===== src/hw/rtl/i2cmbe_pkg.sv =====
// ----------------------------------------------------------------------------
// i2cmbe_pkg
// Shared types and constants for the I2C master bit engine: opcodes, request
// and response payloads, and the item format of the front-to-back queue.
// ----------------------------------------------------------------------------
package i2cmbe_pkg;

   // Bits per data byte on the bus
   localparam int unsigned BYTE_BITS = 8;

   // Width of the phase counter (longest sequence is 3*BYTE_BITS+2 phases)
   localparam int unsigned PHASE_W = 5;

   // Last phase index of each kind of command
   localparam logic [PHASE_W-1:0] LAST_WRITE = PHASE_W'(3 * BYTE_BITS + 1);
   localparam logic [PHASE_W-1:0] LAST_READ  = PHASE_W'(2 * BYTE_BITS - 1);
   localparam logic [PHASE_W-1:0] LAST_SHORT = PHASE_W'(3);

   // Phase at which a write releases SDA for the acknowledge clock
   localparam logic [PHASE_W-1:0] WRITE_ACK_PHASE = PHASE_W'(3 * BYTE_BITS);

   // Command codes
   typedef enum logic [2:0] {
      OP_START = 3'd0,
      OP_STOP  = 3'd1,
      OP_WRITE = 3'd2,
      OP_READ  = 3'd3,
      OP_ACK   = 3'd4,
      OP_NACK  = 3'd5
   } op_type;

   // Sub-step inside one data bit of a write
   typedef enum logic [1:0] {
      SUB_DATA = 2'd0,
      SUB_HIGH = 2'd1,
      SUB_LOW  = 2'd2
   } sub_type;

   // One phase tick as offered on the request channel
   typedef struct packed {
      logic                 cmd_valid;
      logic [2:0]           opcode;
      logic [BYTE_BITS-1:0] write_byte;
      logic                 sda_in;
   } req_type;

   // One phase tick result
   typedef struct packed {
      logic                 scl_level;
      logic                 sda_level;
      logic                 sda_drive;
      logic                 busy_res;
      logic                 done_res;
      logic [BYTE_BITS-1:0] read_data;
      logic                 ack_level;
   } rsp_type;

   // Classified tick held in the queue between front and back
   typedef struct packed {
      logic                 cmd_ok;
      op_type               opcode;
      logic [BYTE_BITS-1:0] write_byte;
      logic                 sda_in;
   } item_type;

endpackage


===== src/hw/rtl/i2cmbe_front.sv =====
// ----------------------------------------------------------------------------
// i2cmbe_front
// Takes request ticks, classifies the offered command and holds the ticks
// in a two-entry queue until the back end executes them.
// ----------------------------------------------------------------------------
module i2cmbe_front (
   input  logic                 clock,
   input  logic                 reset,
   input  logic                 req_valid,
   output logic                 req_ready,
   input  i2cmbe_pkg::req_type  req_payload,
   input  logic                 q_pop,
   output logic                 q_valid,
   output i2cmbe_pkg::item_type q_item
);

   localparam int unsigned DEPTH = 2;

   i2cmbe_pkg::item_type slot_ff [DEPTH];
   logic                 wr_ptr_ff;
   logic                 wr_ptr_in;
   logic                 rd_ptr_ff;
   logic                 rd_ptr_in;
   logic [1:0]           count_ff;
   logic [1:0]           count_in;
   logic                 push;
   logic                 pop;
   i2cmbe_pkg::item_type item_new;

   // Classify: a command counts only if flagged and its code is defined
   always_comb begin
      item_new.cmd_ok     = req_payload.cmd_valid
                            && (req_payload.opcode <= 3'(i2cmbe_pkg::OP_NACK));
      item_new.opcode     = i2cmbe_pkg::op_type'(req_payload.opcode);
      item_new.write_byte = req_payload.write_byte;
      item_new.sda_in     = req_payload.sda_in;
   end

   assign req_ready = (count_ff != 2'(DEPTH));
   assign push      = req_valid && req_ready;
   assign q_valid   = (count_ff != 2'd0);
   assign pop       = q_pop && q_valid;
   assign q_item    = slot_ff[rd_ptr_ff];

   // Advance pointers and fill count
   always_comb begin
      wr_ptr_in = push ? ~wr_ptr_ff : wr_ptr_ff;
      rd_ptr_in = pop ? ~rd_ptr_ff : rd_ptr_ff;
      count_in  = count_ff;
      if (push && !pop) begin
         count_in = count_ff + 2'd1;
      end else if (pop && !push) begin
         count_in = count_ff - 2'd1;
      end
   end

   always_ff @(posedge clock) begin
      if (reset) begin
         wr_ptr_ff <= 1'b0;
         rd_ptr_ff <= 1'b0;
         count_ff  <= 2'd0;
      end else begin
         wr_ptr_ff <= wr_ptr_in;
         rd_ptr_ff <= rd_ptr_in;
         count_ff  <= count_in;
      end
   end

   // Write the queue slot
   always_ff @(posedge clock) begin
      if (push) begin
         slot_ff[wr_ptr_ff] <= item_new;
      end
   end

endmodule


===== src/hw/rtl/i2cmbe_back.sv =====
// ----------------------------------------------------------------------------
// i2cmbe_back
// Executes one bus phase per queued tick: runs the command sequencer, the
// shift registers and the line levels, and registers the response.
// ----------------------------------------------------------------------------
module i2cmbe_back (
   input  logic                 clock,
   input  logic                 reset,
   input  logic                 q_valid,
   input  i2cmbe_pkg::item_type q_item,
   output logic                 q_pop,
   output logic                 rsp_valid,
   input  logic                 rsp_ready,
   output i2cmbe_pkg::rsp_type  rsp_payload
);

   localparam int unsigned BB = i2cmbe_pkg::BYTE_BITS;
   localparam int unsigned PW = i2cmbe_pkg::PHASE_W;

   // Engine state
   logic                   busy_ff,  busy_in;
   i2cmbe_pkg::op_type     cmd_ff,   cmd_in;
   logic [PW-1:0]          phase_ff, phase_in;
   i2cmbe_pkg::sub_type    sub_ff,   sub_in;
   logic [BB-1:0]          tx_ff,    tx_in;
   logic [BB-1:0]          rx_ff,    rx_in;
   logic                   ack_ff,   ack_in;
   logic                   scl_ff,   scl_in;
   logic                   sda_ff,   sda_in;
   logic                   drv_ff,   drv_in;

   // Response register
   logic                   rsp_valid_ff, rsp_valid_in;
   i2cmbe_pkg::rsp_type    rsp_ff,       rsp_in;

   logic                   start;
   logic                   run;
   logic                   last;
   i2cmbe_pkg::op_type     cmd;
   logic [PW-1:0]          p;
   i2cmbe_pkg::sub_type    sub;
   logic [BB-1:0]          tx;
   logic [BB-1:0]          rx;
   logic                   scl, sda, drv, ack;
   logic [PW-1:0]          last_p;

   assign q_pop = q_valid && (!rsp_valid_ff || rsp_ready);

   // Execute one phase on the head tick
   always_comb begin
      start  = !busy_ff && q_item.cmd_ok;
      run    = busy_ff || start;
      cmd    = start ? q_item.opcode : cmd_ff;
      p      = start ? '0 : phase_ff;
      sub    = start ? i2cmbe_pkg::SUB_DATA : sub_ff;
      tx     = (start && q_item.opcode == i2cmbe_pkg::OP_WRITE) ? q_item.write_byte : tx_ff;
      rx     = (start && q_item.opcode == i2cmbe_pkg::OP_READ) ? '0 : rx_ff;
      scl    = scl_ff;
      sda    = sda_ff;
      drv    = drv_ff;
      ack    = ack_ff;
      sub_in = sub;
      last_p = i2cmbe_pkg::LAST_SHORT;

      if (run) begin
         unique case (cmd) inside
            i2cmbe_pkg::OP_START: begin
               if (p == PW'(0))      sda = 1'b1;
               else if (p == PW'(1)) scl = 1'b1;
               else if (p == PW'(2)) sda = 1'b0;
               else                  scl = 1'b0;
            end
            i2cmbe_pkg::OP_STOP: begin
               if (p == PW'(0))      scl = 1'b0;
               else if (p == PW'(1)) sda = 1'b0;
               else if (p == PW'(2)) scl = 1'b1;
               else                  sda = 1'b1;
            end
            i2cmbe_pkg::OP_ACK, i2cmbe_pkg::OP_NACK: begin
               if (p == PW'(0))      scl = 1'b0;
               else if (p == PW'(1)) sda = (cmd == i2cmbe_pkg::OP_NACK);
               else if (p == PW'(2)) scl = 1'b1;
               else                  scl = 1'b0;
            end
            i2cmbe_pkg::OP_WRITE: begin
               last_p = i2cmbe_pkg::LAST_WRITE;
               if (p < i2cmbe_pkg::WRITE_ACK_PHASE) begin
                  // Data bit in three steps: set SDA, raise SCL, drop SCL
                  unique case (sub)
                     i2cmbe_pkg::SUB_DATA: begin
                        sda    = tx[BB-1];
                        tx     = {tx[BB-2:0], 1'b0};
                        sub_in = i2cmbe_pkg::SUB_HIGH;
                     end
                     i2cmbe_pkg::SUB_HIGH: begin
                        scl    = 1'b1;
                        sub_in = i2cmbe_pkg::SUB_LOW;
                     end
                     default: begin
                        scl    = 1'b0;
                        sub_in = i2cmbe_pkg::SUB_DATA;
                     end
                  endcase
               end else if (p == i2cmbe_pkg::WRITE_ACK_PHASE) begin
                  sda = 1'b1;
                  drv = 1'b0;
                  scl = 1'b1;
               end else begin
                  scl = 1'b0;
                  ack = q_item.sda_in;
               end
            end
            i2cmbe_pkg::OP_READ: begin
               last_p = i2cmbe_pkg::LAST_READ;
               if (!p[0]) begin
                  sda = 1'b1;
                  drv = 1'b0;
                  scl = 1'b1;
               end else begin
                  scl = 1'b0;
                  rx  = {rx[BB-2:0], q_item.sda_in};
               end
            end
            default: begin
            end
         endcase
      end

      last = run && (p >= last_p);

      // Line levels shown for this tick
      rsp_in.scl_level = scl;
      rsp_in.sda_level = sda;
      rsp_in.sda_drive = drv;
      rsp_in.busy_res  = run;
      rsp_in.done_res  = last;
      rsp_in.read_data = rx;
      rsp_in.ack_level = ack;

      // Next state; drive SDA high again after a data byte
      busy_in  = run && !last;
      cmd_in   = cmd;
      phase_in = (run && !last) ? p + PW'(1) : '0;
      if (last) sub_in = i2cmbe_pkg::SUB_DATA;
      tx_in    = tx;
      rx_in    = rx;
      ack_in   = ack;
      scl_in   = scl;
      sda_in   = sda;
      drv_in   = drv;
      if (last && (cmd == i2cmbe_pkg::OP_WRITE || cmd == i2cmbe_pkg::OP_READ)) begin
         sda_in = 1'b1;
         drv_in = 1'b1;
      end
   end

   // Hold or load the response slot
   always_comb begin
      rsp_valid_in = rsp_valid_ff;
      if (q_pop) begin
         rsp_valid_in = 1'b1;
      end else if (rsp_ready) begin
         rsp_valid_in = 1'b0;
      end
   end

   always_ff @(posedge clock) begin
      if (reset) begin
         busy_ff      <= 1'b0;
         cmd_ff       <= i2cmbe_pkg::OP_START;
         phase_ff     <= '0;
         sub_ff       <= i2cmbe_pkg::SUB_DATA;
         tx_ff        <= '0;
         rx_ff        <= '0;
         ack_ff       <= 1'b1;
         scl_ff       <= 1'b1;
         sda_ff       <= 1'b1;
         drv_ff       <= 1'b1;
         rsp_valid_ff <= 1'b0;
      end else begin
         rsp_valid_ff <= rsp_valid_in;
         if (q_pop) begin
            busy_ff  <= busy_in;
            cmd_ff   <= cmd_in;
            phase_ff <= phase_in;
            sub_ff   <= sub_in;
            tx_ff    <= tx_in;
            rx_ff    <= rx_in;
            ack_ff   <= ack_in;
            scl_ff   <= scl_in;
            sda_ff   <= sda_in;
            drv_ff   <= drv_in;
         end
      end
   end

   // Response payload
   always_ff @(posedge clock) begin
      if (q_pop) begin
         rsp_ff <= rsp_in;
      end
   end

   assign rsp_valid   = rsp_valid_ff;
   assign rsp_payload = rsp_ff;

endmodule


===== src/hw/rtl/i2c_master_bit_engine_top.sv =====
// ----------------------------------------------------------------------------
// i2c_master_bit_engine_top
// I2C master line sequencer: one request per bus phase tick, one response
// per request with the SCL/SDA levels, status and received data.
//
//   channel | direction | handshake                  | payload
//   --------+-----------+----------------------------+---------------------
//   req     | in        | req_valid / req_ready      | req_payload (req_type)
//   rsp     | out       | rsp_valid / rsp_ready      | rsp_payload (rsp_type)
//
// One request per clock sustained while rsp_ready is high; a response passes through
// the queue slot, then the phase execution register, after its request is taken.
// The two-entry queue decouples request intake from the response register,
// so req_ready drops only when both slots are occupied.
// Reset is synchronous; it empties the queue and returns the bus to idle
// with SCL and SDA driven high.
// ----------------------------------------------------------------------------
module i2c_master_bit_engine_top (
   input  logic                clock,
   input  logic                reset,
   input  logic                req_valid,
   output logic                req_ready,
   input  i2cmbe_pkg::req_type req_payload,
   output logic                rsp_valid,
   input  logic                rsp_ready,
   output i2cmbe_pkg::rsp_type rsp_payload
);

   logic                 q_valid;
   logic                 q_pop;
   i2cmbe_pkg::item_type q_item;

   // Classify and queue incoming ticks
   i2cmbe_front u_front (
      .clock       (clock),
      .reset       (reset),
      .req_valid   (req_valid),
      .req_ready   (req_ready),
      .req_payload (req_payload),
      .q_pop       (q_pop),
      .q_valid     (q_valid),
      .q_item      (q_item)
   );

   // Execute phases and register responses
   i2cmbe_back u_back (
      .clock       (clock),
      .reset       (reset),
      .q_valid     (q_valid),
      .q_item      (q_item),
      .q_pop       (q_pop),
      .rsp_valid   (rsp_valid),
      .rsp_ready   (rsp_ready),
      .rsp_payload (rsp_payload)
   );

endmodule


===== config.mk =====
export PLATFORM = sky130hd
export DESIGN_NAME = i2c_master_bit_engine_top
export DESIGN_NICKNAME = d
export VERILOG_FILES = /design/src/hw/rtl/i2cmbe_pkg.sv /design/src/hw/rtl/i2cmbe_front.sv /design/src/hw/rtl/i2cmbe_back.sv /design/src/hw/rtl/i2c_master_bit_engine_top.sv
export SDC_FILE = /design/constraint.sdc
export NUM_CORES = 1
export LEC_CHECK = 0
export ABC_AREA = 1
export BUFFER_PORTS_ARGS = -buffer_cell sky130_fd_sc_hd__buf_2
export CAP_MARGIN = 25
export CORE_MARGIN = 5
export CORE_UTILIZATION = 40
export CTS_CLUSTER_DIAMETER = 120
export CTS_CLUSTER_SIZE = 10
export DETAILED_ROUTE_END_ITERATION = 6
export GPL_ROUTABILITY_DRIVEN = 0
export PLACE_DENSITY = 0.55
export REMOVE_ABC_BUFFERS = 1
export SKIP_CTS_REPAIR_TIMING = 1
export SYNTH_ARGS = -nofsm -noshare
export SYNTH_HDL_FRONTEND = slang
export SYNTH_HIERARCHICAL = 1
export SYNTH_SLANG_ARGS = --single-unit

===== constraint.sdc =====
create_clock -name clock -period 7.6 [get_ports clock]
set_clock_uncertainty 0.05 [all_clocks]
set_input_delay 1.14 -clock clock [delete_from_list [all_inputs] [get_ports clock]]
set_output_delay 1.14 -clock clock [all_outputs]
set_load 0.05 [all_outputs]

# --- Yosys cells after proc, flatten, opt, wreduce, memory -nomap -nowiden ---
# Memory sizes are Yosys's and may differ from the RTL's. A register that Yosys moved wholly into a read port is not among the register bits.
# Cells that the tools add are included.
word_totals:
  regBits: 50
  mem_bits_rw: 26
  input_bits: 17
  out_inout_bits: 16
  wordCells: 137
  mem_count: 1
classes:
  n_addsub: 3
  magnitude_cmp: 3
  eq_ne: 12
  muxes: 68
  n_bitwise: 2
  n_reduce_logical: 27
mem_list:
  columns: ["name", "words", "width", "read_ports", "rd_ports_with_merged_regs", "write_ports", "line_no", "rtl"]
  rows:
  - ["u_front.slot_ff", 2, 13, 1, 1, 1, "i2cmbe_front.sv:19", "i2cmbe_pkg::item_type slot_ff [DEPTH];"]
ops:
  columns: ["cell", "count"]
  rows:
  - ["8-bit 2-to-1 mux", 9]
  - ["1-bit 2-to-1 mux", 42]
  - ["5-bit 2-to-1 mux", 3]
  - ["2-bit 2-to-1 mux", 7]
  - ["3-bit by 2-bit equality test with 1-bit output, second input constant", 4]
  - ["1-bit logical AND", 12]
  - ["1-bit one-hot mux with 5 select lines", 2]
  - ["5-bit one-hot mux with 2 select lines", 1]
  - ["3-bit equality test, second input constant", 2]
  - ["2-bit nonzero test", 3]
  - ["5-bit by 1-bit adder with 5-bit output, second input constant", 1]
  - ["5-bit by 1-bit equality test with 1-bit output, second input constant", 1]
  - ["5-bit by 2-bit equality test with 1-bit output, second input constant", 1]
  - ["5-bit equality test, second input constant", 1]
  - ["5-bit greater-or-equal comparator", 1]
  - ["1-bit logical NOT", 5]
  - ["5-bit logical NOT", 1]
  - ["5-bit < comparator, second input constant", 1]
  - ["1-bit one-hot mux with 2 select lines", 2]
  - ["2-bit one-hot mux with 2 select lines", 1]
  - ["3-bit by 1-bit equality test with 1-bit output, second input constant", 1]
  - ["3-bit less-or-equal comparator, second input constant", 1]
  - ["3-bit logical NOT", 1]
  - ["1-bit logical OR", 3]
  - ["other kinds (8)", 9]

# --- Depth between registers and ports, before layout ---
# Gate-level depths: netlist of run 1.
logic_depth:
  ltp_word: 11
  depth_mapped: 19
  mapped_depth_nobuf: 19

# --- By module ---
# The synthesis of run 1 kept the hierarchy.
by_module_without_submodules:
  columns: ["mod", "n_inst", "cells_per_inst", "area_per_inst_um2", "seq_area_each_um2"]
  rows:
  - ["i2cmbe_back", 1, 382, 2797.7, 1061.0]
  - ["i2cmbe_front", 1, 78, 1224.9, 880.8]

# --- Worst setup path before layout of run 1 ---
# No wires, ideal clock.
synth_timing:
  path_type: "input to register"
  from: "in rsp_ready"
  to: "reg u_front.count_ff[1]"
  setup_time_ns: 0.064
  t_arrival_ns: 2.559
  t_required_ns: 7.486
  path_slack_ns: 4.927
  cell_stages: 12
  path_buffers: 1
  cell_sequence: "inv_1 -> nand2_1 -> nand2_1 -> inv_1 -> buf_2 -> nand2_1 -> ha_1 -> inv_1 -> nand3_1 -> nand2_1 -> inv_1 -> nor2_1"
synth_via:
  elab_chain_cells: 6
  word_cells_on_any_way: 8
  cone_classes: "mux: 1; reduce/logical: 7"
synth_rtl:
  columns: ["element", "line_no", "rtl"]
  rows:
  - ["start, declared", "i2c_master_bit_engine_top.sv:25", "input logic rsp_ready,"]
  - ["1-bit logical OR *", "i2cmbe_back.sv:47", "assign q_pop = q_valid && (!rsp_valid_ff || rsp_ready);"]
  - ["1-bit logical AND *", "i2cmbe_back.sv:47", null]
  - ["named net q_pop", "i2c_master_bit_engine_top.sv:30", "logic q_pop;"]
  - ["1-bit logical AND *", "i2cmbe_front.sv:42", "assign pop = q_pop && q_valid;"]
  - ["1-bit logical NOT", "i2cmbe_front.sv:50", "if (push && !pop) begin"]
  - ["1-bit logical AND", "i2cmbe_front.sv:50", null]
  - ["2-bit 2-to-1 mux / 2-bit nonzero test (equally long branches)", null, null]
  - ["end signal, assigned", "i2cmbe_front.sv:65", "count_ff <= count_in;"]
  - ["end, declared", "i2cmbe_front.sv:24", "logic [1:0] count_ff;"]
# The timed path passes the listed nets; every way through them passes the cells marked *.
# A chain may end at the register's enable or synchronous reset.

==> load_flow_metrics.sql, run 1 <==
INSERT INTO impl_metrics (metric_group, metric, value, unit) VALUES
('min_path', 'min-delay-path-class', 'reg -> reg', ''),
('sta', 'worst_max_slew_pin_slew', '747', 'ps'),
('yosys', 'mux_share_of_post_synthesis_cell_area', '4.82', '%'),
('place', 'placement.io_buffers', '32', ''),
('critical_path', 'crit_type', 'reg -> reg', ''),
('cells_and_area', 'layout-area-overhead-vs-synth', '11.6', '%'),
('sta', 'setup-tns-final', '0', 'ps'),
('global_route', 'grtUsageTotal', '14.4', '%'),
('clock_network', 'clk_transition_reported_paths', '90', 'ps'),
('clock_network', 'cts_tree', 'done', ''),
('critical_path', 'category_of_the_worst_setup_path_launch_point', 'flip-flop', ''),
('min_path', 'min_delay_path_depth', '2', ''),
('yosys', 'count_of_flip_flops_with_a_built_in_enable_after_synthesis', '40', ''),
('yosys', 'syn_inst', '460', ''),
('yosys', 'synth.lib_cells_used.distinct', '40', ''),
('global_route', 'grt_remaining_overflow', '0', ''),
('cells_and_area', 'drive_above_1_share', '20.4', '%'),
('critical_path', 'worstRegToRegCells', '14', ''),
('floorplan', 'floorplan.initialDensity', '41.2', '%'),
('floorplan', 'fp.dieW', '110', 'microns'),
('critical_path', 'rr_endpoint', 'u_back/phase_ff[3]$_SDFFE_PP0P_', ''),
('floorplan', 'floorplan.die_area', '12200', 'sq um'),
('cells_and_area', 'layoutNonFillerInstCount', '633', ''),
('global_route', 'grt_start_max_net_pins', '41', ''),
('yosys', 'synthesis.yosys.warnings', '6', ''),
('floorplan', 'die_height', '110', 'microns'),
('floorplan', 'floorplan.io_pins', '33', ''),
('sta', 'slew-limit-headroom', '50.2', '%'),
('floorplan', 'core_area', '9770', 'sq um'),
('yosys', 'mappedNetlistArea', '4020', 'sq um'),
('critical_path', 'category_of_cells_accounting_for_the_largest_share_of_critical_path_delay', 'simple AND/OR/NAND/NOR gates', ''),
('clock_network', 'buffer_levels_on_the_longest_clock_path', '2', ''),
('clock_network', 'number_of_clock_sinks_seen_by_cts', '77', ''),
('min_path', 'min_delay_worst_endpoint', 'u_back/ack_ff$_SDFFE_PP1P_', ''),
('sta', 'report.final.hold_viol_count', '0', ''),
('power', 'max-vdd-ir-drop', '0.000178', 'V'),
('critical_path', 'cpPeakStageDelay', '810', 'ps'),
('sta', 'slew_viol_final', '0', ''),
('place', 'place.detailed.hpwl', '5.69', 'mm'),
('clock_network', 'root_cell_of_the_clock_tree', 'clkbuf_8', ''),
('cells_and_area', 'nNetsFinal', '521', ''),
('global_route', 'vias_in_the_first_global_route', '2832', ''),
('critical_path', 'crit_path_cell_trace', 'mux2_2 -> nand2_4 -> nand2_1 -> nand2_4 -> nand3_4 -> nor2_2 -> inv_1 -> ha_1 -> a21oi_1 -> o21a_1 -> nand4_1 -> inv_1 -> o211ai_1 -> a21oi_1', ''),
('critical_path', 'setup.worst_path.end_class', 'flip-flop', ''),
('critical_path', 'cpMaxStageDelayCell', 'dfxtp_1', ''),
('yosys', 'synth_compound_gate_area_share', '13.7', '%'),
('yosys', 'synth_top_area_share', '29.9', '%'),
('yosys', 'synth_seq_area_share', '48.3', '%'),
('critical_path', 'critical_path_peak_fanout', '16', ''),
('yosys', 'ys_ff_latch', '77', ''),
('run_status', 'outcome', 'complete, no violations', ''),
('cells_and_area', 'antennaDiodeCount', '0', ''),
('detailed_routing', 'detail_route.wl_per_cell', '12.6', 'microns'),
('yosys', 'synth_top_family_by_area', 'simple AND/OR/NAND/NOR gates', ''),
('yosys', 'synth_flop_cell', 'edfxtp_1', ''),
('place', 'place_inst', '617', ''),
('yosys', 'synthSimpleGateAreaFrac', '20.4', '%'),
('detailed_routing', 'detailed_routing_iterations_pass_1', '4', ''),
('clock_network', 'clock_insertion_delay_worst_skew', '350', 'ps'),
('critical_path', 'cp_buf_inv_count', '2', ''),
('detailed_routing', 'detailedRoute.firstIterationViolations', '174', ''),
('power', 'pwr_density_cell', '441', 'nW/um^2'),
('detailed_routing', 'detail_routed_via_count_per_cell', '4.69', ''),
('critical_path', 'timing.critical_path.required', '7830', 'ps'),
('floorplan', 'std_cell_rows', '36', ''),
('global_route', 'grt_pass1_wl', '13.4', 'mm'),
('yosys', 'synth_async_sr_flop_share', '0', '%'),
('global_route', 'antenna_found_initial', '0', ''),
('flow_run', 'drv_cap', '0', ''),
('yosys', 'ys_top_cells_by_count', 'nand2_1, inv_1, edfxtp_1, nor2_1, dfxtp_1', ''),
('power', 'power.leakage', '2.03', 'nW');
## kinds of logic (layout without fill, tap and decap cells)
| group | count (synthesis) | after routing |
|---|---|---|
| buf+inv | 93 | 133 |
| fa+ha+maj | 9 | 9 |
| simple gates | 173 | 173 |
| mux | 14 | 14 |
| compound gates | 93 | 93 |
| flops | 77 | 77 |
| xor+xnor | 1 | 1 |
## worst register-to-register path, stage by stage (launching register included)
cell and delay [ps]:
dfxtp_1 810, mux2_2 500, nand2_4 210, nand2_1 130, nand2_4 130, nand3_4 110
nor2_2 140, inv_1 60, ha_1 290, a21oi_1 130, o21a_1 150, nand4_1 180
inv_1 180, o211ai_1 100, a21oi_1 130
## worst max path at each step
stage / start / cells after the start / end
6_report: flip-flop / 14 / u_back/phase_ff[3]$_SDFFE_PP0P_
5_1_grt: flip-flop / 14 / u_back/phase_ff[3]$_SDFFE_PP0P_
4_1_cts: flip-flop / 14 / u_back/phase_ff[3]$_SDFFE_PP0P_
3_5_place_dp: flip-flop / 14 / u_back/phase_ff[3]$_SDFFE_PP0P_
3_3_place_gp: flip-flop / 14 / u_back/phase_ff[3]$_SDFFE_PP0P_
2_1_floorplan: rsp_ready / 11 / u_front/count_ff[1]$_SDFFE_PP0P_
## cells in the final DEF, fill, tap and decap left out, types with 3 or more instances in the layout
cell       n
a21oi_1   34
nand2_1   89
inv_2      4
o21ai_0   17
clkbuf_8  10
o211ai_1   9
clkinv_2   4
ha_1       9
nand4_1    6
edfxtp_1  40
mux2_4    10
nor2_1    38
inv_6      3
nand3_4    4
o21ai_2    5
buf_2     32
o21ai_1   16
nand2_2    7
dfxtp_1   37
inv_1     73
nand2_4    3
a21oi_2    4
nand3_1   18
mux2_2     3
## state kept, by name, indices dropped and copies added (netlist names), 2 cells and up, named ones only
register and flops:
u_back/cmd_ff 3, u_back/phase_ff 5, u_front/count_ff 2, u_back/rsp_payload 14, u_back/rx_ff 8, u_front/slot_ff 26
u_back/tx_ff 8, u_back/sub_ff 2
## routing by layer
metal  GRT usage (%)  routed length (microns)  up-vias
met5               0                        0        -
met4            5.28                      149        0
met3            3.55                      292       11
met2            23.4                     3680       56
met1            18.6                     3820     1321
li1                -                        -     1581
## power breakdown
part,total [W],switching (W),internal (W)
Sequential,0.000673,0.0000637,0.000609
Clock,0.000290,0.000161,0.000129
Combinational,0.00101,0.000703,0.000311
## metrics by stage
step	utilization (%)	instance area, sq um	worst slack (ps)	total power (W)	hold WS [ps]
2_1_floorplan	-	3940	4250	0.00147	384
4_1_cts	45.9	4490	4200	0.00200	433
3_5_place_dp	44.1	4310	4220	0.00170	412
3_3_place_gp	43.8	4290	4320	0.00169	402
6_report	45.9	4490	4250	0.00198	438
5_1_grt	45.9	4490	3930	0.00215	468
## final cells by class
| class | instances | area (sq um) | share of cell area (%) |
|---|---|---|---|
| Tap cell | 133 | 166 | 3.71 |
| Timing Repair Buffer | 36 | 198 | 4.40 |
| Sequential cell | 77 | 1940 | 43.3 |
| Clock buffer | 10 | 138 | 3.07 |
| Inverter | 81 | 313 | 6.97 |
| Multi-Input combinational cell | 290 | 1690 | 37.6 |
| Clock inverter | 6 | 42.5 | 0.948 |
Note: power is estimated with default switching activity, not from simulation.
==> inputs of run 2 (changes only) <==
ABC_AREA = 0   (was 1)
clock period = 3.4 ns   (was 7.6 ns; I/O delays follow)
==> run 2 against run 1 <==
  * Final cell count shrank 15%
  * Global-route usage rose by 1.0 points
  * First-iteration DRC count is 32% higher
  * Die area is 5.4% lower
  * Critical path depth fell by 2
==> load_flow_metrics.sql, run 2 <==
INSERT INTO impl_metrics (metric_group, metric, value, unit) VALUES
('power', 'pwr_density_cell', '832', 'nW/um^2'),
('clock_network', 'htree_levels', '3', ''),
('global_route', 'grtUsageTotal', '15.4', '%'),
('floorplan', 'floorplan.die_area', '11500', 'sq um'),
('detailed_routing', 'detail_routed_via_count_per_cell', '5.38', ''),
('yosys', 'syn-mean-instance-area', '10.3', 'sq um'),
('critical_path', 'critical_path_peak_fanout', '7', ''),
('sta', 'worst_max_slew_pin_slew', '789', 'ps'),
('clock_network', 'clock_insertion_delay_worst_skew', '360', 'ps'),
('critical_path', 'timing.critical_path.required', '3650', 'ps'),
('clock_network', 'root_cell_of_the_clock_tree', 'clkbuf_8', ''),
('yosys', 'synth_most_common_cell', 'nand2_1', ''),
('cells_and_area', 'finalCoreUtilization', '46.7', '%'),
('critical_path', 'reg2reg_slack', '370', 'ps'),
('yosys', 'synth.lib_cells_used.distinct', '57', ''),
('min_path', 'min-delay-start', 'req_payload[2]', ''),
('sta', 'slew_viol_final', '0', ''),
('yosys', 'synth_flop_cell', 'edfxtp_1', ''),
('flow_run', 'drv_cap', '0', ''),
('floorplan', 'core_area', '9240', 'sq um'),
('floorplan', 'floorplan.io_pins', '33', ''),
('power', 'max-vdd-ir-drop', '0.000475', 'V'),
('sta', 'timing.final.crit_share', '89.0', '%'),
('clock_network', 'buffer_levels_on_the_longest_clock_path', '2', ''),
('place', 'placement.io_buffers', '32', ''),
('sta', 'slew-limit-headroom', '47.4', '%'),
('critical_path', 'timing.critical_path.mode_cell', 'inv_1', ''),
('clock_network', 'clk_transition_reported_paths', '90', 'ps'),
('critical_path', 'cpMaxStageDelayCell', 'mux2_2', ''),
('critical_path', 'rr_endpoint', 'u_back/sub_ff[1]$_SDFFE_PP0P_', ''),
('critical_path', 'cpPeakStageDelay', '410', 'ps'),
('floorplan', 'floorplan.initialDensity', '41.0', '%'),
('critical_path', 'worstRegToRegCells', '12', ''),
('min_path', 'min_delay_path_depth', '1', ''),
('power', 'power.leakage', '1.64', 'nW'),
('yosys', 'synth_seq_area_share', '51.3', '%'),
('critical_path', 'crit_path_cell_trace', 'mux2_2 -> and4bb_1 -> a21o_1 -> nand2_2 -> inv_1 -> ha_1 -> a311oi_1 -> o21ai_1 -> nand2_1 -> inv_1 -> or3b_1 -> a31oi_1', ''),
('global_route', 'vias_in_the_first_global_route', '2904', ''),
('yosys', 'synth_async_sr_flop_share', '0', '%'),
('critical_path', 'setup.worst_path.end_class', 'flip-flop', ''),
('floorplan', 'die_height', '107', 'microns'),
('run_status', 'outcome', 'complete, no violations', ''),
('cells_and_area', 'mostFrequentLayoutCells', 'nand2_1, edfxtp_1, dfxtp_1, nor2_1, buf_2', ''),
('yosys', 'synth_top_area_share', '31.7', '%'),
('detailed_routing', 'detail_route.drc_violations', '0', ''),
('cells_and_area', 'layout_commonest_cell', 'nand2_1', ''),
('yosys', 'ys_top_cells_by_count', 'nand2_1, edfxtp_1, dfxtp_1, nor2_1, a21oi_1', ''),
('sta', 'setup-tns-final', '0', 'ps'),
('detailed_routing', 'dr_total_vias', '2883', ''),
('detailed_routing', 'detailedRoute.firstIterationViolations', '229', ''),
('sta', 'grt_setup_unrepaired', 'no', ''),
('sta', 'report.final.hold_viol_count', '0', ''),
('cells_and_area', 'layout-area-overhead-vs-synth', '14.0', '%'),
('yosys', 'synth.area.top_cells', 'edfxtp_1, dfxtp_1, mux2i_1', ''),
('cells_and_area', 'nNetsFinal', '428', ''),
('clock_network', 'cts-buffers-inserted', '9', ''),
('yosys', 'ys_ff_latch', '77', ''),
('detailed_routing', 'route.final.wire_length', '8.28', 'mm'),
('critical_path', 'cp_buf_inv_count', '2', ''),
('min_path', 'min_delay_worst_endpoint', 'u_front/slot_ff[0][2]$_DFFE_PP_', ''),
('cells_and_area', 'register_bank_with_the_most_flops', 'u_front/slot_ff', ''),
('critical_path', 'category_of_cells_accounting_for_the_largest_share_of_critical_path_delay', 'simple AND/OR/NAND/NOR gates', ''),
('yosys', 'synthesis.yosys.warnings', '6', ''),
('place', 'place.detailed.hpwl', '5.62', 'mm'),
('sta', 'timing.hold.ws', '287', 'ps'),
('yosys', 'count_of_flip_flops_with_a_built_in_enable_after_synthesis', '40', ''),
('min_path', 'min-delay-path-class', 'in -> reg', ''),
('critical_path', 'crit_type', 'reg -> reg', ''),
('detailed_routing', 'detail_route.wl_per_cell', '15.5', 'microns'),
('floorplan', 'std_cell_rows', '35', ''),
('floorplan', 'fp.dieW', '107', 'microns'),
('critical_path', 'arrival', '3270', 'ps'),
('global_route', 'grt_remaining_overflow', '0', ''),
('yosys', 'syn_inst', '366', ''),
('critical_path', 'category_of_the_worst_setup_path_launch_point', 'flip-flop', ''),
('clock_network', 'cts_tree', 'done', ''),
('global_route', 'grt_start_max_net_pins', '39', ''),
('global_route', 'grt_pass1_wl', '14.1', 'mm'),
('detailed_routing', 'drtAntennaViolNets', '0', ''),
('cells_and_area', 'largest_register_ffs', '26', ''),
('yosys', 'netlist.top_cell.by_area', 'edfxtp_1', ''),
('sta', 'period_needed', '3030', 'ps'),
('cells_and_area', 'antennaDiodeCount', '0', ''),
('detailed_routing', 'detailed_routing_iterations_pass_1', '5', ''),
('cells_and_area', 'drive_above_1_share', '18.9', '%'),
('cells_and_area', 'n_fill_cell', '893', ''),
('sta', 'finalSetupViolations', '0', ''),
('clock_network', 'number_of_clock_sinks_seen_by_cts', '77', ''),
('sta', 'timing.fmax', '330', 'MHz'),
('global_route', 'antenna_found_initial', '0', ''),
('yosys', 'mappedNetlistArea', '3780', 'sq um');
run 2: changes by cell type after synthesis, sizes merged, moves of 5 or more:
| cell | delta |
|---|---|
| a21oi | -9 |
| inv | -62 |
| nand4 | -5 |
| nor2 | -6 |
| a22oi | +12 |
| o21ai | -26 |
| nand2 | -55 |
| mux2i | +19 |
| o211ai | -8 |
| nand2b | +6 |
| nand3 | -15 |
| and2 | +7 |
run 2: stage by stage:
step           total power, W  std cells  instance area (sq um)  worst slack [ps]
2_1_floorplan         0.00242        352                   3720               195
3_3_place_gp          0.00283        520                   4090               424
3_5_place_dp          0.00284        520                   4090               372
4_1_cts               0.00362        536                   4320               365
5_1_grt               0.00382        536                   4320              81.6
6_report              0.00359        536                   4320               374
run 2: kinds of logic after synthesis:
| family | after synthesis | share of synthesized area, % |
|---|---|---|
| flip-flops | 77 | 51.3 |
| AO/OA/AOI/OAI | 84 | 14.4 |
| adder cells (fa/ha/maj) | 9 | 2.98 |
| multiplexers | 37 | 10.8 |
| buffers and inverters | 29 | 3.21 |
| AND/OR/NAND/NOR | 126 | 16.4 |
| XOR/XNOR | 4 | 0.926 |
run 2: how the worst max path moves through the flow:
stage,from,end,slack (ps),cells past startpoint
floorplan,flip-flop,u_back/ack_ff$_SDFFE_PP1P_,190,9
global placement,flip-flop,u_back/sub_ff[1]$_SDFFE_PP0P_,420,12
detailed placement,flip-flop,u_back/sub_ff[1]$_SDFFE_PP0P_,370,12
CTS,flip-flop,u_back/sub_ff[1]$_SDFFE_PP0P_,360,12
global route,flip-flop,u_back/sub_ff[1]$_SDFFE_PP0P_,80,12
finish,flip-flop,u_back/sub_ff[1]$_SDFFE_PP0P_,370,12
run 2: area by class of cell:
| cell class | count | area, sq um | area share, % |
|---|---|---|---|
| Inverter | 15 | 56.3 | 1.30 |
| Clock buffer | 9 | 124 | 2.87 |
| Sequential cell | 77 | 1940 | 45.0 |
| Multi-Input combinational cell | 260 | 1720 | 39.9 |
| Clock inverter | 7 | 97.6 | 2.26 |
| Timing Repair Buffer | 39 | 213 | 4.93 |
| Tap cell | 129 | 161 | 3.74 |
run 2: routing by layer:
metal	track usage [%]	share of wire, %	vias up
met5	0	0	-
met2	24.8	47	74
met3	3.78	4.5	10
li1	-	-	1408
met1	19.9	47	1391
met4	6.12	1.3	0
run 2: where the power goes:
part	leakage [nW]	switching (W)	internal [W]	total, W
sequential	0.675	0.000112	0.00120	0.00131
clock	0.107	0.000355	0.000416	0.000771
combinational	0.855	0.000998	0.000508	0.00151
==> inputs of run 3 (changes only) <==
CORE_UTILIZATION = 35   (was 40)
PLACE_DENSITY = 0.5   (was 0.55)
==> run 3 against run 2 <==
  * Sequential cell count unchanged
  * Sequential power about the same
  * Routed wire length fell by 0.78%
  * Final area increased by 0.20%
  * Combinational power about the same
  * Worst hold slack lost 4.1 ps
  * Die area rose by 13%
  * Critical path type unchanged
  * Largest cell class unchanged
  * Largest power group unchanged
==> load_flow_metrics.sql, run 3 (same netlist as run 2, synthesis figures left out) <==
INSERT INTO impl_metrics (metric_group, metric, value, unit) VALUES
('run_status', 'outcome', 'complete, no violations', ''),
('clock_network', 'cts_tree', 'done', ''),
('detailed_routing', 'detailed_routing_iterations_pass_1', '4', ''),
('floorplan', 'core_area', '10700', 'sq um'),
('global_route', 'global_route.peak_usage_layer', 'met2', ''),
('cells_and_area', 'layout_commonest_cell', 'nand2_1', ''),
('cells_and_area', 'nNetsFinal', '429', ''),
('sta', 'finalSetupViolations', '0', ''),
('detailed_routing', 'drtAntennaViolNets', '0', ''),
('detailed_routing', 'detail_routed_via_count_per_cell', '5.15', ''),
('global_route', 'grtUsageTotal', '13.3', '%'),
('sta', 'timing.final.crit_share', '91.3', '%'),
('global_route', 'grt_pass1_wl', '13.6', 'mm'),
('clock_network', 'clock_insertion_delay_worst_skew', '360', 'ps'),
('global_route', 'gr-usage-met1', '17.1', '%'),
('sta', 'worst_max_slew_pin_slew', '734', 'ps'),
('clock_network', 'clk_transition_reported_paths', '80', 'ps'),
('detailed_routing', 'detail_route.wl_per_cell', '15.0', 'microns'),
('critical_path', 'category_of_cells_accounting_for_the_largest_share_of_critical_path_delay', 'simple AND/OR/NAND/NOR gates', ''),
('cells_and_area', 'layoutNonFillerInstCount', '547', ''),
('detailed_routing', 'route.final.wire_length', '8.22', 'mm'),
('cells_and_area', 'drive_above_1_share', '19.7', '%'),
('place', 'place_inst', '532', ''),
('critical_path', 'reg2reg_slack', '300', 'ps'),
('sta', 'grt_setup_unrepaired', 'no', ''),
('critical_path', 'timing.critical_path.mode_cell', 'inv_1', ''),
('floorplan', 'floorplan.io_pins', '33', ''),
('global_route', 'vias_in_the_first_global_route', '2756', ''),
('sta', 'setup-tns-final', '0', 'ps'),
('cells_and_area', 'mostFrequentLayoutCells', 'nand2_1, edfxtp_1, dfxtp_1, nor2_1, buf_2', ''),
('detailed_routing', 'dr_total_vias', '2819', ''),
('clock_network', 'cts-buffers-inserted', '9', ''),
('cells_and_area', 'register_bank_with_the_most_flops', 'u_front/slot_ff', ''),
('cells_and_area', 'antennaDiodeCount', '0', ''),
('floorplan', 'floorplan.initialDensity', '35.4', '%'),
('power', 'max-vdd-ir-drop', '0.000293', 'V'),
('power', 'pwr_density_cell', '812', 'nW/um^2'),
('cells_and_area', 'layout-area-overhead-vs-synth', '14.2', '%'),
('global_route', 'gr-usage-met2', '20.8', '%'),
('critical_path', 'crit_path_cell_trace', 'buf_4 -> mux2_2 -> and4bb_1 -> a21o_1 -> nand2_2 -> inv_1 -> ha_1 -> a311oi_2 -> o21ai_2 -> nand2_1 -> inv_1 -> or3b_1 -> a31oi_1', ''),
('sta', 'timing.fmax', '322', 'MHz'),
('floorplan', 'die_height', '114', 'microns'),
('sta', 'period_needed', '3100', 'ps'),
('critical_path', 'cp_buf_inv_count', '3', ''),
('sta', 'slew-limit-headroom', '51.1', '%'),
('critical_path', 'timing.critical_path.required', '3640', 'ps'),
('detailed_routing', 'detailedRoute.firstIterationViolations', '136', ''),
('clock_network', 'number_of_clock_sinks_seen_by_cts', '77', ''),
('global_route', 'antenna_found_initial', '0', ''),
('sta', 'report.final.hold_viol_count', '0', ''),
('critical_path', 'arrival', '3340', 'ps'),
('min_path', 'min-delay-path-class', 'in -> reg', ''),
('critical_path', 'category_of_the_worst_setup_path_launch_point', 'flip-flop', ''),
('critical_path', 'setup.worst_path.end_class', 'flip-flop', ''),
('floorplan', 'floorplan.die_area', '13000', 'sq um'),
('critical_path', 'critical_path_peak_fanout', '11', ''),
('sta', 'slew_viol_final', '0', ''),
('place', 'place.detailed.hpwl', '5.74', 'mm'),
('flow_run', 'drv_cap', '0', ''),
('critical_path', 'cpPeakStageDelay', '380', 'ps'),
('global_route', 'met3_usage_in_global_routing', '3.82', '%'),
('clock_network', 'buffer_levels_on_the_longest_clock_path', '2', ''),
('global_route', 'grt_start_max_net_pins', '39', ''),
('clock_network', 'htree_levels', '3', ''),
('clock_network', 'root_cell_of_the_clock_tree', 'clkbuf_8', ''),
('place', 'placement.io_buffers', '32', ''),
('critical_path', 'cpMaxStageDelayCell', 'mux2_2', ''),
('floorplan', 'std_cell_rows', '38', ''),
('floorplan', 'fp.dieW', '114', 'microns'),
('detailed_routing', 'detail_route.drc_violations', '0', ''),
('critical_path', 'crit_type', 'reg -> reg', ''),
('power', 'power.leakage', '1.64', 'nW'),
('cells_and_area', 'largest_register_ffs', '26', ''),
('global_route', 'grt_remaining_overflow', '0', '');
-- run 3: worst paths after layout --
| check | startpoint | depth (start not counted) | endpoint |
|---|---|---|---|
| max | flip-flop | 13 | u_back/sub_ff[1]$_SDFFE_PP0P_ |
| min | req_payload[7] | 1 | u_front/slot_ff[0][7]$_DFFE_PP_ |
| max reg2reg | flip-flop | 13 | u_back/sub_ff[1]$_SDFFE_PP0P_ |
| min reg2reg | u_back/tx_ff[6]$_SDFFE_PP0P_ | 2 | u_back/tx_ff[6]$_SDFFE_PP0P_ |
-- run 3: through the flow --
step / hold WS [ps] / utilization, % / total power [W] / setup slack [ps] / instance area, sq um
2_1_floorplan: 375 / - / 0.00242 / 195 / 3720
3_3_place_gp: 388 / 38.5 / 0.00285 / 331 / 4120
3_5_place_dp: 395 / 38.5 / 0.00284 / 274 / 4120
4_1_cts: 264 / 40.3 / 0.00355 / 214 / 4310
5_1_grt: 253 / 40.4 / 0.00373 / 61.3 / 4320
6_report: 283 / 40.4 / 0.00351 / 296 / 4320
-- run 3: where the power goes --
part / internal, W / switching, W
clock network: 0.000357 / 0.000334
logic: 0.000514 / 0.000995
registers: 0.00120 / 0.000106
-- run 3: worst reg2reg max path, delay by kind of cell, from the launching register on --
family | cells | cell delay [ps]
and+or+nand+nor | 4 | 840
DFF | 1 | 370
adders and majority gates | 1 | 280
AOI/OAI and AO/OA | 4 | 810
buffers and inverters | 3 | 310
muxes | 1 | 380
-- run 3: metal layers --
layer	vias up	share of wire [%]
met4	0	1.8
li1	1403	-
met3	15	5.5
met1	1325	46
met5	-	0
met2	76	47
-- run 3: area by class of cell --
class | instances | area [sq um]
sequential | 77 | 1940
clock buffer | 10 | 138
tap | 140 | 175
inverter | 15 | 56.3
timing repair buffer | 40 | 220
multi-input combinational | 260 | 1730
clock inverter | 5 | 61.3
fill | 1055 | 6370
